## src/rtl/lbc_pkg.sv

```systemverilog
package lbc_pkg;

  localparam int CNT_W      = 11;  // counters never exceed twice a 10-bit half period
  localparam int HALF_W     = 10;
  localparam int LED_W      = 6;
  localparam int CFG_IDX_W  = 3;
  localparam int CFG_DATA_W = 10;
  localparam int Q_DEPTH    = 2;
  localparam int Q_PTR_W    = 1;

  localparam logic [CFG_IDX_W-1:0] CFG_FAST   = 3'd0;
  localparam logic [CFG_IDX_W-1:0] CFG_SLOW   = 3'd1;
  localparam logic [CFG_IDX_W-1:0] CFG_STR_A  = 3'd2;
  localparam logic [CFG_IDX_W-1:0] CFG_STR_B  = 3'd3;
  localparam logic [CFG_IDX_W-1:0] CFG_STR_C  = 3'd4;

  localparam logic [2:0] MODE_OFF    = 3'd0;
  localparam logic [2:0] MODE_ON     = 3'd1;
  localparam logic [2:0] MODE_FAST   = 3'd2;
  localparam logic [2:0] MODE_SLOW   = 3'd3;
  localparam logic [2:0] MODE_STROBE = 3'd4;

  localparam logic FUNC_TICK = 1'b1;

  typedef struct packed {
    logic             func;
    logic [LED_W-1:0] led_index;
    logic [2:0]       mode;
  } in_item_t;

  typedef struct packed {
    logic             serial_bit;
    logic [LED_W-1:0] bit_index;
    logic             last_bit;
  } out_item_t;

  typedef struct packed {
    logic [HALF_W-1:0] fast_half;
    logic [HALF_W-1:0] slow_half;
    logic [LED_W-1:0]  str_a;
    logic [LED_W-1:0]  str_b;
    logic [LED_W-1:0]  str_c;
  } cfg_t;

  typedef enum logic [1:0] {
    OP_SET,
    OP_BLINK,
    OP_STROBE,
    OP_TICK
  } op_t;

  typedef struct packed {
    op_t               op;
    logic [LED_W-1:0]  led;
    logic              lit_val;
    logic [HALF_W-1:0] half;
  } q_entry_t;

  typedef struct packed {
    logic [CNT_W-1:0] on_count;
    logic [CNT_W-1:0] off_count;
    logic [CNT_W-1:0] on_reload;
    logic [CNT_W-1:0] off_reload;
  } rec_t;

  typedef enum logic [1:0] {
    ROLE_FIRST,
    ROLE_SECOND,
    ROLE_THIRD
  } role_t;

  typedef enum logic [2:0] {
    B_IDLE,
    B_CMD_RD,
    B_CMD_WR,
    B_TICK,
    B_TICK_END,
    B_FRAME
  } back_state_t;

endpackage

```

## src/rtl/led_blink_controller.sv

```systemverilog
// LED blink controller: per-LED on/off/fast/slow blink plus a three-LED
// strobe, with the LED frame shifted out one bit per LED.
//
// Input channel: an item is taken on a clock edge with start high and busy
// low. func selects a mode command for led_index, or a tick. Commands and
// ticks enter a two-entry queue; busy is high while it is full.
// Result channel: out_strobe marks each bit of a frame for one cycle,
// highest LED first, last_bit set on LED 0. There is no back-pressure, the
// receiver must take every bit as it comes.
// Configuration: cfg_valid/cfg_ready write port, always ready; registers
// are half periods and strobe LED indexes. Write them only when idle.
//
// Execution: the executor handles one item at a time. A command reads and
// writes the record of its LED (a strobe reads and writes per strobe LED).
// A tick walks the record store, one LED read per cycle with write-back in
// the cycle after each read, then, if a command was taken or an LED toggled
// since the last frame, shifts out the frame. The first frame bit follows
// the walk, the tick-end state and the output register.
// Reset: all LEDs off with zero counters and reloads, registers at their
// defaults, and a frame pending so the first tick sends a frame.
module led_blink_controller #(
  parameter int LED_COUNT = 16
) (
  input  logic                                clk,
  input  logic                                rst_n,
  // command channel
  input  logic                                start,
  output logic                                busy,
  input  lbc_pkg::in_item_t                   in_item,
  // frame output
  output logic                                out_strobe,
  output lbc_pkg::out_item_t                  out_item,
  // configuration writes
  input  logic                                cfg_valid,
  output logic                                cfg_ready,
  input  logic [lbc_pkg::CFG_IDX_W-1:0]       cfg_index,
  input  logic [lbc_pkg::CFG_DATA_W-1:0]      cfg_data
);

  lbc_pkg::cfg_t     cfg_r;
  logic              q_full;
  logic              q_not_empty;
  logic              q_push;
  logic              q_pop;
  lbc_pkg::q_entry_t q_in;
  lbc_pkg::q_entry_t q_head;

  assign cfg_ready = 1'b1;
  assign busy      = q_full;

  // register bank; unknown indexes are dropped
  always_ff @(posedge clk) begin
    if (!rst_n) begin
      cfg_r.fast_half <= lbc_pkg::HALF_W'(6);
      cfg_r.slow_half <= lbc_pkg::HALF_W'(15);
      cfg_r.str_a     <= lbc_pkg::LED_W'(0);
      cfg_r.str_b     <= lbc_pkg::LED_W'(1);
      cfg_r.str_c     <= lbc_pkg::LED_W'(2);
    end else if (cfg_valid && cfg_ready) begin
      unique case (cfg_index)
        lbc_pkg::CFG_FAST:  cfg_r.fast_half <= cfg_data[lbc_pkg::HALF_W-1:0];
        lbc_pkg::CFG_SLOW:  cfg_r.slow_half <= cfg_data[lbc_pkg::HALF_W-1:0];
        lbc_pkg::CFG_STR_A: cfg_r.str_a     <= cfg_data[lbc_pkg::LED_W-1:0];
        lbc_pkg::CFG_STR_B: cfg_r.str_b     <= cfg_data[lbc_pkg::LED_W-1:0];
        lbc_pkg::CFG_STR_C: cfg_r.str_c     <= cfg_data[lbc_pkg::LED_W-1:0];
        default: ;
      endcase
    end
  end

  // front: decode and filter items
  lbc_front #(
    .LED_COUNT (LED_COUNT)
  ) u_front (
    .in_item (in_item),
    .take    (start && !busy),
    .cfg     (cfg_r),
    .push    (q_push),
    .entry   (q_in)
  );

  // queue between decode and execution
  lbc_fifo u_fifo (
    .clk        (clk),
    .rst_n      (rst_n),
    .push       (q_push),
    .push_entry (q_in),
    .pop        (q_pop),
    .full       (q_full),
    .not_empty  (q_not_empty),
    .head       (q_head)
  );

  // back: record updates, tick walk and frame shift
  lbc_back #(
    .LED_COUNT (LED_COUNT)
  ) u_back (
    .clk        (clk),
    .rst_n      (rst_n),
    .cfg        (cfg_r),
    .q_valid    (q_not_empty),
    .q_entry    (q_head),
    .q_pop      (q_pop),
    .out_strobe (out_strobe),
    .out_item   (out_item)
  );

endmodule

```

## src/rtl/lbc_front.sv

```systemverilog
module lbc_front #(
  parameter int LED_COUNT = 16
) (
  input  lbc_pkg::in_item_t in_item,
  input  logic              take,
  input  lbc_pkg::cfg_t     cfg,
  output logic              push,
  output lbc_pkg::q_entry_t entry
);

  logic in_range;

  assign in_range = {1'b0, in_item.led_index} < 7'(LED_COUNT);

  // Decode the item; bad modes and out-of-range LEDs never reach the queue.
  always_comb begin
    push          = 1'b0;
    entry.op      = lbc_pkg::OP_TICK;
    entry.led     = in_item.led_index;
    entry.lit_val = in_item.mode[0];
    entry.half    = cfg.fast_half;
    priority if (in_item.func == lbc_pkg::FUNC_TICK) begin
      push = take;
    end else begin
      priority case (in_item.mode)
        lbc_pkg::MODE_OFF, lbc_pkg::MODE_ON: begin
          push     = take && in_range;
          entry.op = lbc_pkg::OP_SET;
        end
        lbc_pkg::MODE_FAST: begin
          push     = take && in_range;
          entry.op = lbc_pkg::OP_BLINK;
        end
        lbc_pkg::MODE_SLOW: begin
          push       = take && in_range;
          entry.op   = lbc_pkg::OP_BLINK;
          entry.half = cfg.slow_half;
        end
        lbc_pkg::MODE_STROBE: begin
          push     = take;
          entry.op = lbc_pkg::OP_STROBE;
        end
        default: push = 1'b0;
      endcase
    end
  end

endmodule

```

## src/rtl/lbc_fifo.sv

```systemverilog
module lbc_fifo (
  input  logic              clk,
  input  logic              rst_n,
  input  logic              push,
  input  lbc_pkg::q_entry_t push_entry,
  input  logic              pop,
  output logic              full,
  output logic              not_empty,
  output lbc_pkg::q_entry_t head
);

  localparam logic [lbc_pkg::Q_PTR_W:0] DEPTH = (lbc_pkg::Q_PTR_W + 1)'(lbc_pkg::Q_DEPTH);

  lbc_pkg::q_entry_t             slot_r [lbc_pkg::Q_DEPTH];
  logic [lbc_pkg::Q_PTR_W-1:0]   wr_ptr_r;
  logic [lbc_pkg::Q_PTR_W-1:0]   rd_ptr_r;
  logic [lbc_pkg::Q_PTR_W:0]     count_r;

  assign full      = count_r == DEPTH;
  assign not_empty = count_r != '0;
  assign head      = slot_r[rd_ptr_r];

  always_ff @(posedge clk) begin
    if (!rst_n) begin
      wr_ptr_r <= '0;
      rd_ptr_r <= '0;
      count_r  <= '0;
    end else begin
      if (push) begin
        wr_ptr_r <= wr_ptr_r + 1'b1;
      end
      if (pop) begin
        rd_ptr_r <= rd_ptr_r + 1'b1;
      end
      if (push && !pop) begin
        count_r <= count_r + 1'b1;
      end else if (pop && !push) begin
        count_r <= count_r - 1'b1;
      end
    end
  end

  always_ff @(posedge clk) begin
    if (push) begin
      slot_r[wr_ptr_r] <= push_entry;
    end
  end

`ifndef SYNTHESIS
  a_no_overflow: assert property (@(posedge clk) disable iff (!rst_n)
    full && !pop |=> count_r == DEPTH)
    else $error("queue count moved while full");
`endif

endmodule

```

## src/rtl/lbc_back.sv

```systemverilog
module lbc_back #(
  parameter int LED_COUNT = 16
) (
  input  logic               clk,
  input  logic               rst_n,
  input  lbc_pkg::cfg_t      cfg,
  input  logic               q_valid,
  input  lbc_pkg::q_entry_t  q_entry,
  output logic               q_pop,
  output logic               out_strobe,
  output lbc_pkg::out_item_t out_item
);

  localparam int IDX_W = (LED_COUNT > 1) ? $clog2(LED_COUNT) : 1;
  localparam logic [IDX_W-1:0] LAST_IDX = IDX_W'(LED_COUNT - 1);
  localparam int LED_W_EXT = lbc_pkg::LED_W + 1;

  lbc_pkg::back_state_t state_r, state_nxt;
  lbc_pkg::q_entry_t    cur_r, cur_nxt;
  lbc_pkg::role_t       role_r, role_nxt;
  logic [IDX_W-1:0]     ridx_r, ridx_nxt;
  logic [IDX_W-1:0]     fidx_r, fidx_nxt;
  logic                 wb_tick_r;
  logic [IDX_W-1:0]     wb_idx_r;
  logic [LED_COUNT-1:0] lit_r;
  logic                 frame_pending_r;
  logic                 out_vld_r, out_vld_nxt;
  lbc_pkg::out_item_t   out_item_r, out_item_nxt;

  // per-LED record store, valid bits give the all-zero reset
  lbc_pkg::rec_t        mem [LED_COUNT];
  logic [LED_COUNT-1:0] valid_r;
  lbc_pkg::rec_t        rd_data_r;
  logic                 rd_vld_r;

  logic                 rd_en;
  logic [IDX_W-1:0]     rd_addr;
  logic                 wr_en;
  logic [IDX_W-1:0]     wr_addr;
  lbc_pkg::rec_t        wr_data;
  logic                 lit_we;
  logic                 lit_val;
  logic                 fp_set;
  logic                 fp_clr;

  lbc_pkg::rec_t        rec_in;
  logic [LED_W_EXT-1:0] tgt_led;
  logic                 tgt_ok;
  logic                 last_role;
  logic [lbc_pkg::CNT_W-1:0] half_c;
  logic [lbc_pkg::CNT_W-1:0] full_c;
  logic [lbc_pkg::CNT_W-1:0] cnt_dec;
  logic                 cur_lit;

  assign rec_in = rd_vld_r ? rd_data_r : '0;
  assign half_c = lbc_pkg::CNT_W'(cfg.fast_half);
  assign full_c = {half_c[lbc_pkg::CNT_W-2:0], 1'b0};
  assign cur_lit = lit_r[wb_idx_r];

  // LED the current command step works on
  always_comb begin
    tgt_led   = {1'b0, cur_r.led};
    last_role = 1'b1;
    if (cur_r.op == lbc_pkg::OP_STROBE) begin
      unique case (role_r)
        lbc_pkg::ROLE_FIRST: begin
          tgt_led   = {1'b0, cfg.str_a};
          last_role = 1'b0;
        end
        lbc_pkg::ROLE_SECOND: begin
          tgt_led   = {1'b0, cfg.str_b};
          last_role = 1'b0;
        end
        lbc_pkg::ROLE_THIRD: tgt_led = {1'b0, cfg.str_c};
        default: tgt_led = {1'b0, cfg.str_c};
      endcase
    end
    tgt_ok = tgt_led < LED_W_EXT'(LED_COUNT);
  end

  always_comb begin
    state_nxt    = state_r;
    cur_nxt      = cur_r;
    role_nxt     = role_r;
    ridx_nxt     = ridx_r;
    fidx_nxt     = fidx_r;
    q_pop        = 1'b0;
    rd_en        = 1'b0;
    rd_addr      = ridx_r;
    wr_en        = 1'b0;
    wr_addr      = wb_idx_r;
    wr_data      = rec_in;
    lit_we       = 1'b0;
    lit_val      = cur_lit;
    fp_set       = 1'b0;
    fp_clr       = 1'b0;
    out_vld_nxt  = 1'b0;
    out_item_nxt = out_item_r;
    cnt_dec      = '0;

    // tick write-back, in the cycle after the read
    if (wb_tick_r) begin
      wr_en  = 1'b1;
      lit_we = 1'b1;
      if (cur_lit) begin
        if (rec_in.on_count != '0) begin
          cnt_dec          = rec_in.on_count - 1'b1;
          wr_data.on_count = cnt_dec;
          if (cnt_dec == '0) begin
            wr_data.off_count = rec_in.off_reload;
            lit_val           = 1'b0;
            fp_set            = 1'b1;
          end
        end
      end else begin
        if (rec_in.off_count != '0) begin
          cnt_dec           = rec_in.off_count - 1'b1;
          wr_data.off_count = cnt_dec;
          if (cnt_dec == '0) begin
            wr_data.on_count = rec_in.on_reload;
            lit_val          = 1'b1;
            fp_set           = 1'b1;
          end
        end
      end
    end

    unique case (state_r)
      lbc_pkg::B_IDLE: begin
        if (q_valid) begin
          q_pop    = 1'b1;
          cur_nxt  = q_entry;
          role_nxt = lbc_pkg::ROLE_FIRST;
          ridx_nxt = '0;
          if (q_entry.op == lbc_pkg::OP_TICK) begin
            state_nxt = lbc_pkg::B_TICK;
          end else begin
            fp_set    = 1'b1;
            state_nxt = lbc_pkg::B_CMD_RD;
          end
        end
      end
      lbc_pkg::B_CMD_RD: begin
        rd_addr = IDX_W'(tgt_led);
        if (tgt_ok) begin
          rd_en     = 1'b1;
          state_nxt = lbc_pkg::B_CMD_WR;
        end else if (last_role) begin
          state_nxt = lbc_pkg::B_IDLE;
        end else begin
          role_nxt = lbc_pkg::role_t'(role_r + 1'b1);
        end
      end
      lbc_pkg::B_CMD_WR: begin
        wr_en   = 1'b1;
        lit_we  = 1'b1;
        wr_addr = IDX_W'(tgt_led);
        unique case (cur_r.op)
          lbc_pkg::OP_SET: begin
            wr_data.on_count  = '0;
            wr_data.off_count = '0;
            lit_val           = cur_r.lit_val;
          end
          lbc_pkg::OP_BLINK: begin
            wr_data.on_count   = lbc_pkg::CNT_W'(cur_r.half);
            wr_data.off_count  = lbc_pkg::CNT_W'(cur_r.half);
            wr_data.on_reload  = lbc_pkg::CNT_W'(cur_r.half);
            wr_data.off_reload = lbc_pkg::CNT_W'(cur_r.half);
            lit_val            = 1'b1;
          end
          lbc_pkg::OP_STROBE: begin
            wr_data.on_reload  = half_c;
            wr_data.off_reload = full_c;
            unique case (role_r)
              lbc_pkg::ROLE_FIRST: begin
                wr_data.on_count = half_c;
                lit_val          = 1'b1;
              end
              lbc_pkg::ROLE_SECOND: begin
                wr_data.off_count = half_c;
                lit_val           = 1'b0;
              end
              lbc_pkg::ROLE_THIRD: begin
                wr_data.off_count = full_c;
                lit_val           = 1'b0;
              end
              default: lit_val = 1'b0;
            endcase
          end
          default: wr_en = 1'b0;
        endcase
        if (last_role) begin
          state_nxt = lbc_pkg::B_IDLE;
        end else begin
          role_nxt  = lbc_pkg::role_t'(role_r + 1'b1);
          state_nxt = lbc_pkg::B_CMD_RD;
        end
      end
      lbc_pkg::B_TICK: begin
        rd_en    = 1'b1;
        rd_addr  = ridx_r;
        ridx_nxt = ridx_r + 1'b1;
        if (ridx_r == LAST_IDX) begin
          state_nxt = lbc_pkg::B_TICK_END;
        end
      end
      lbc_pkg::B_TICK_END: begin
        fidx_nxt = LAST_IDX;
        if (frame_pending_r || fp_set) begin
          fp_clr    = 1'b1;
          state_nxt = lbc_pkg::B_FRAME;
        end else begin
          state_nxt = lbc_pkg::B_IDLE;
        end
      end
      lbc_pkg::B_FRAME: begin
        out_vld_nxt             = 1'b1;
        out_item_nxt.serial_bit = ~lit_r[fidx_r];
        out_item_nxt.bit_index  = lbc_pkg::LED_W'(fidx_r);
        out_item_nxt.last_bit   = fidx_r == '0;
        fidx_nxt                = fidx_r - 1'b1;
        if (fidx_r == '0) begin
          state_nxt = lbc_pkg::B_IDLE;
        end
      end
      default: state_nxt = lbc_pkg::B_IDLE;
    endcase
  end

  always_ff @(posedge clk) begin
    if (!rst_n) begin
      state_r         <= lbc_pkg::B_IDLE;
      role_r          <= lbc_pkg::ROLE_FIRST;
      ridx_r          <= '0;
      fidx_r          <= '0;
      wb_tick_r       <= 1'b0;
      lit_r           <= '0;
      valid_r         <= '0;
      frame_pending_r <= 1'b1;
      out_vld_r       <= 1'b0;
    end else begin
      state_r         <= state_nxt;
      role_r          <= role_nxt;
      ridx_r          <= ridx_nxt;
      fidx_r          <= fidx_nxt;
      wb_tick_r       <= state_r == lbc_pkg::B_TICK;
      frame_pending_r <= fp_clr ? 1'b0 : (frame_pending_r | fp_set);
      out_vld_r       <= out_vld_nxt;
      if (lit_we) begin
        lit_r[wr_addr] <= lit_val;
      end
      if (wr_en) begin
        valid_r[wr_addr] <= 1'b1;
      end
    end
  end

  always_ff @(posedge clk) begin
    cur_r      <= cur_nxt;
    wb_idx_r   <= ridx_r;
    out_item_r <= out_item_nxt;
    if (wr_en) begin
      mem[wr_addr] <= wr_data;
    end
    if (rd_en) begin
      rd_data_r <= mem[rd_addr];
      rd_vld_r  <= valid_r[rd_addr];
    end
  end

  assign out_strobe = out_vld_r;
  assign out_item   = out_item_r;

`ifndef SYNTHESIS
  a_last_is_zero: assert property (@(posedge clk) disable iff (!rst_n)
    out_vld_r && out_item_r.last_bit |-> out_item_r.bit_index == '0)
    else $error("last bit not on LED zero");

  a_frame_descends: assert property (@(posedge clk) disable iff (!rst_n)
    out_vld_r && !out_item_r.last_bit |=>
      out_vld_r && out_item_r.bit_index == $past(out_item_r.bit_index) - 1'b1)
    else $error("frame bits out of order");

  a_frame_ends: assert property (@(posedge clk) disable iff (!rst_n)
    out_vld_r && out_item_r.last_bit |=> !out_vld_r)
    else $error("strobe continues past frame end");

  a_pop_when_idle: assert property (@(posedge clk) disable iff (!rst_n)
    q_pop |=> state_r != lbc_pkg::B_IDLE && !out_vld_r)
    else $error("popped item not taken up");
`endif

endmodule
```

## config.mk

```make
export PLATFORM = sky130hd
export DESIGN_NAME = led_blink_controller
export DESIGN_NICKNAME = d
export VERILOG_FILES = /design/src/rtl/lbc_pkg.sv /design/src/rtl/led_blink_controller.sv /design/src/rtl/lbc_front.sv /design/src/rtl/lbc_fifo.sv /design/src/rtl/lbc_back.sv
export SDC_FILE = /design/constraint.sdc
export NUM_CORES = 1
export LEC_CHECK = 0
export BUFFER_PORTS_ARGS = -buffer_cell sky130_fd_sc_hd__buf_2
export CORE_MARGIN = 4
export CORE_UTILIZATION = 45
export CTS_CLUSTER_SIZE = 40
export DETAILED_ROUTE_END_ITERATION = 7
export PLACE_DENSITY_LB_ADDON = 0.1
export SKIP_CTS_REPAIR_TIMING = 1
export SLEW_MARGIN = 25
export SYNTH_ARGS = -nofsm -noshare
export SYNTH_HDL_FRONTEND = slang
export SYNTH_SLANG_ARGS = --single-unit
```

## constraint.sdc

```tcl
create_clock -name clk -period 7.1 [get_ports clk]
set_input_delay 1.42 -clock clk [delete_from_list [all_inputs] [get_ports clk]]
set_output_delay 1.42 -clock clk [all_outputs]
set_load 0.02 [all_outputs]
```

### Word level (Yosys, flattened, before mapping)

Memories as Yosys holds them, arrays and structs flattened. A register that Yosys moved wholly into a read port is not among the register bits.
Index checks and enable logic that the tools add are counted.

| storage, ports and cells | value |
|---|---|
| memories | 2 |
| word-level logic and storage cells | 195 |
| input bits | 27 |
| flip-flop bits (word level) | 120 |
| bits in writable memories | 742 |

| cells by class | value |
|---|---|
| $add $sub $neg | 9 |
| bitwise logic cells | 3 |
| reduce and logical (&&, ||, !) cells | 38 |
| eq/ne operators | 25 |
| mux-type cells | 85 |
| order comparisons | 7 |

Memory list:

| memory | words | bits a word | rd ports | clocked after memory_dff | wr ports | line | RTL |
|---|---|---|---|---|---|---|---|
| u_back.mem | 16 | 44 | 1 | 1 | 1 | lbc_back.sv:31 | `lbc_pkg::rec_t mem [LED_COUNT];` |
| u_fifo.slot_r | 2 | 19 | 1 | 1 | 1 | lbc_fifo.sv:14 | `lbc_pkg::q_entry_t slot_r [lbc_pkg::Q_DEPTH];` |

Operators by type and width:

| cell | count |
|---|---|
| 22-bit 2-to-1 mux | 4 |
| 44-bit 2-to-1 mux | 2 |
| 22-bit one-hot mux with 3 select lines | 1 |
| 22-bit one-hot mux with 2 select lines | 1 |
| 1-bit 2-to-1 mux | 40 |
| 11-bit 2-to-1 mux | 3 |
| 11-bit logical NOT | 2 |
| 11-bit one-hot mux with 2 select lines | 1 |
| 11-bit nonzero test | 2 |
| 11-bit by 1-bit subtractor with 11-bit output (second input constant) | 2 |
| 4-bit by 5-bit less-than comparator with 1-bit output (second input constant) | 4 |
| 10-bit 2-to-1 mux | 2 |
| 3-bit by 2-bit == test with 1-bit output (second input constant) | 6 |
| 3-bit 2-to-1 mux | 6 |
| 3-bit one-hot mux with 6 select lines | 1 |
| 16-bit bitwise mux | 1 |
| 16-bit bitwise OR | 1 |
| 4-bit one-hot mux with 2 select lines | 2 |
| 2-bit 2-to-1 mux | 7 |
| 2-bit AND reduction | 7 |
| 1-bit binary-select mux with 4-bit select | 3 |
| 3-bit == test (second input constant) | 4 |
| 4-bit 2-to-1 mux | 3 |
| 2-bit one-hot mux with 3 select lines | 2 |
| other kinds (35) | 60 |

### Longest topological paths before layout

| logic depth | value |
|---|---|
| depth after elaboration | 12 |
| mapped depth | 13 |

### Hierarchy

Synthesis repeated with hierarchy kept, for this count alone.

| second synthesis, totals | value |
|---|---|
| cells, all modules | 3023 |
| area total of the unflattened synthesis | 37888.8 µm² |

Modules (own cells, without submodules):

| module | times used | area each (µm²) | seq. area each (µm²) | cells each |
|---|---|---|---|---|
| lbc_back | 1 | 34530.6 | 24283.3 | 2771 |
| lbc_fifo | 1 | 1592.8 | 1241.2 | 81 |
| led_blink_controller | 1 | 1501.4 | 760.7 | 147 |
| lbc_front | 1 | 264.0 | 0.0 | 24 |

### Worst setup path after synthesis

OpenSTA, ideal clock, no wires.

| timing | value |
|---|---|
| path type | register to register |
| start | register u_back.role_r[0] |
| end | memory u_back.mem[15][0] (netlist name) (enable) |
| clock period less this slack | 5.749 ns |
| cell stages (with the launch flop) | 10 |
| library setup time | 0.502 ns |
| setup slack | 1.351 ns |
| arrival time | 5.247 ns |
| cell sequence | dfxtp_1 -> inv_1 -> ha_1 -> clkbuf_1 -> or3b_2 -> a31oi_1 -> mux2i_1 -> or2_2 -> buf_1 -> nor3_1 |

| between the ends | value |
|---|---|
| cells in the longest elaborated chain, start to end | 4 |
| elaborated cells on any way between the ends | 5 |
| those cells by class | eq/ne (1); mux (3); reduce/logical (1) |

RTL lines:

| element | line | RTL |
|---|---|---|
| start, declared | lbc_back.sv:20 | `lbc_pkg::role_t role_r, role_nxt;` |
| start signal, assigned | lbc_back.sv:233 | `role_r <= lbc_pkg::ROLE_FIRST;` |
| start signal, assigned | lbc_back.sv:243 | `role_r <= role_nxt;` |
| 2-bit by 1-bit == test with 1-bit output / 2-bit logical NOT (equally long branches) | lbc_back.sv:65 | `unique case (role_r)` |
| 6-bit one-hot mux with 2 select lines * | lbc_back.sv:65 |  |
| 7-bit 2-to-1 mux * | lbc_back.sv:64 | `if (cur_r.op == lbc_pkg::OP_STROBE) begin` |
| 4-bit 2-to-1 mux * | lbc_back.sv:128 | `unique case (state_r)` |
| end, declared | lbc_back.sv:31 |  |

Every way passes the cells marked *; elsewhere a longest branch is shown, timed or not.

### Final worst setup path

| timing | value |
|---|---|
| start | register u_back.role_r[1] |
| end | memory u_back.mem[1][34] (netlist name) (enable) |

The elaborated chain is that of the path after synthesis.

==> metrics.md <==
| Metric | Value |
|---|---|
| Outcome | finished clean |
| Drt pass-1 iters | 5 |
| M1 wire length | 48,400 um |
| WP depth | 9 |
| Cell Area, Synth | approximately 38,000 um^2 |
| Vias per cell | between 5 and 6 |
| CP bufs+invs | 2 |
| Worst-margin pin slew | about 1.1 ns |
| Top post-synthesis cells by area | edfxtp_1, nand2_1, dfxtp_1 |
| Cell taking the most area after synthesis | edfxtp_1 |
| Routed vias | ~25,000 |
| Max-slew headroom | approximately 28% |
| N_diodes | 0 |
| FMAX | ~0.21 GHz |
| Layout cells sized above 1 | 11.7% |
| PD cells | about 370 nW/um^2 |
| Post-synth top area share | between 60% and 70% |
| FF-to-FF setup slack | between 2 and 2.5 ns |
| Clock latency on the worst-skew pair | 0.65 ns |
| Clk buf depth | 3 |
| Critical Path Source | u_back.role_r[1] |
| Top Metal Used | met4 |
| Synth-to-Final Area Change | 12.8% |
| Met3 Routed Length | a little over 6000 um |
| Fin crit share | roughly 66% |
| Yosys warnings | 0 |
| Layout fillers | between 7,000 and 8,000 |
| Hold WS | 0.444 ns |
| # placed instances | just over 4,000 |
| DRT Wirelength | roughly 110,000 um |
| DR iter-0 viols | about 2,400 |
| Max Slew Vio Count | 0 |
| Die Ht | approximately 300 um |
| Final #Nets | 3,073 |
| Reg2reg end | u_back.mem[1][34] |
| Ys flop type | edfxtp_1 |
| Syn avg cell area | ~13 um^2 |
| FF-to-FF path depth | 9 |
| GRT overflow | 0 |
| Clock skew | 0.0184 ns |
| Leakage power | 0.0148 uW |
| Synth Register Bits | 907 |
| Maxcap violations | 0 |
| Last element of the critical path | u_back.mem[1][34] |
| Clock transition at path regs | 0.06 ns |
| Hold Fails Final Rpt | 0 |
| I/O pin cnt | 38 |
| RR Startpoint | u_back.role_r[1] |
| CP max stage delay | 0.80 ns |
| DP Worst Slack | about 2.4 ns |
| Slowest CP cell | nor2_4 |
| Root buffer cell | clkbuf_16 |
| Number of global-route vias before repair | approximately 24,000 |
| Antenna Violating Nets Remaining | 0 |
| Critical setup path kind | reg2reg |
| Final setup margin | roughly 2.4 ns |
| Starting Density | between 40 and 50% |
| Critical Path End Type | flip-flop |
| Non-Filler Instances | approximately 4,300 |
| Clk sinks | 907 |
| CORE AREA | roughly 84,000 um^2 |
| First-pass GRT wire length | 159,000 um |
| Unrepaired setup endpoints after global routing | no |
| CTS buffer count | 96 |
| DR WL/cell | around 25 um |
| Final setup violating endpoints | 0 |
| EDFF count, synth | 812 |
| Min Tclk post-route | about 4.7 ns |
| Crit-path max FO | 22 |
| Hold Crit Depth | 0 |
| Startpoint types | flip-flop |
| H-tree Lvls | 3 |
| DIE WIDTH | between 200 and 300 um |
| Die Area | 89,200 um^2 |
| Largest delay share family, worst path | simple AND/OR/NAND/NOR gates |
| GRT Overall Usage | around a quarter |
| I/O Buffers | 34 |
| Hold WC Path Type | reg2reg |
| Register area share after synthesis | 69.2% |
| Crit path DAT | roughly 5 ns |
| Setup TNS | 0 ns |
| Pin count of the biggest net entering global routing | 180 |
| Initial antenna violation count | 0 |
| DP HPWL | ~61,000 um |
| Routed wl met2 | between 40,000 and 50,000 um |
| WP data required | ~7.4 ns |
| Post-Syn Instances | around 3,000 |
| CTS tree | done |
| CP cell instances | inv_1 > ha_1 > or3b_2 > a31oi_1 > mux2i_1 > nand2b_1 > or2_1 > nor2_4 > buf_4 |
| Final GP Congestion | between 0.9 and 1 |
| Synth async-reset ratio | 0% |
| Site row count | ~110 |
| Yosys cell types | 80 |
| DRC viols | 0 |
| Max IR drop VDD | roughly 0.22 mV |
[metal layers]
| metal | vias up | GRT usage (%) |
|---|---|---|
| li1 | 11200 | - |
| met1 | 12600 | 34.2 |
| met2 | 785 | 38.0 |
| met3 | 146 | 3.51 |
| met4 | 0 | 5.24 |
| met5 | - | 0 |
[flip-flops by register name (all words and copies together), names as in the netlist, 2 cells and up, named ones only]
name / count
u_back.lit_r: 16
u_back.mem: 704
u_back.role_r: 2
u_fifo.count_r: 2
u_fifo.slot_r: 38
u_back.state_r: 3
u_back.valid_r: 16
u_back.rd_data_r: 44
u_back.wb_idx_r: 4
u_back.fidx_r: 4
u_back.out_item: 6
u_back.ridx_r: 4
u_back.cur_r: 19
cfg_r: 38
[Yosys cell counts (15+ instances only)]
| cell type | number |
|---|---|
| mux2i_1 | 166 |
| nor3_1 | 25 |
| o211ai_1 | 23 |
| a31oi_1 | 41 |
| a32oi_1 | 47 |
| a22oi_1 | 15 |
| inv_1 | 23 |
| nand3_1 | 307 |
| nor2_1 | 76 |
| o221ai_1 | 46 |
| dfxtp_1 | 95 |
| nand2_1 | 773 |
| a21oi_1 | 79 |
| clkbuf_1 | 171 |
| buf_1 | 21 |
| o21ai_0 | 42 |
| o21a_1 | 21 |
| mux2_2 | 39 |
| edfxtp_1 | 812 |
[kinds of logic after synthesis]
logic type / synth area share (%)
fa+ha+maj: 0.395
compound gates: 7.58
other cells: 0.0198
simple gates: 14.2
flops: 69.2
xor+xnor: 0.138
mux: 6.06
buf+inv: 2.40
[placed cells by master (no fill, tap or decap), types with 11 or more instances in the layout]
cell type and count:
edfxtp_1 812, nand2_1 770, nand3_1 307, mux2i_1 165, clkbuf_16 100, dfxtp_1 95
a21oi_1 76, buf_4 71, nor2_1 70, a32oi_1 47, o221ai_1 45, o21ai_0 40
mux2_2 38, buf_2 34, a31oi_1 30, clkinv_1 26, o211ai_1 23, clkbuf_1 23
inv_1 22, o21a_1 21, a22oi_1 15, nor3_1 13, nand2b_1 12, nor3_2 12
ha_1 12, o31ai_1 11, a31oi_2 11, clkinv_2 11
[where the power goes]
part / internal [uW] / total (uW) / switching (uW) / leakage, uW
registers: 6640 / 6880 / 247 / 0.00820
logic: 1170 / 4020 / 2850 / 0.00508
clock network: 2960 / 5000 / 2040 / 0.00154
total: 10800 / 15900 / 5140 / 0.0148
[layout make-up]
cell class	instances	area (um^2)	share of cell area, %
Clock buffer	132	2710	6.33
Clock inverter	48	439	1.02
Inverter	24	90.1	0.210
Multi-Input combinational cell	1891	11100	25.8
Sequential cell	907	26300	61.3
Tap cell	1134	1420	3.31
Timing Repair Buffer	114	862	2.01
[worst min path at each step]
| stage | start | to | slack, ns |
|---|---|---|---|
| 2_1_floorplan | u_back.ridx_r[3] | u_back.wb_idx_r[3] | 0.37 |
| 3_3_place_gp | u_back.ridx_r[0] | u_back.wb_idx_r[0] | 0.43 |
| 3_5_place_dp | u_back.ridx_r[0] | u_back.wb_idx_r[0] | 0.42 |
| 4_1_cts | u_back.ridx_r[0] | u_back.wb_idx_r[0] | 0.43 |
| 5_1_grt | u_back.ridx_r[0] | u_back.wb_idx_r[0] | 0.44 |
| 6_report | u_back.ridx_r[0] | u_back.wb_idx_r[0] | 0.44 |
[through the flow]
step           power, uW  util, %  cell area (um^2)
4_1_cts            16000     51.2             42900
2_1_floorplan       9460        -             38000
3_5_place_dp       11000     47.4             39700
5_1_grt            16600     51.2             42900
6_report           15900     51.2             42900
3_3_place_gp       10900     47.4             39600
[worst register-to-register path: stages, from the launching register on]
cell and delay, ns:
dfxtp_1 0.34, inv_1 0.08, ha_1 0.47, or3b_2 0.55
a31oi_1 0.51, mux2i_1 0.24, nand2b_1 0.37, or2_1 0.45
nor2_4 0.80, buf_4 0.53
No activity file was read; power rests on OpenSTA's default activity.
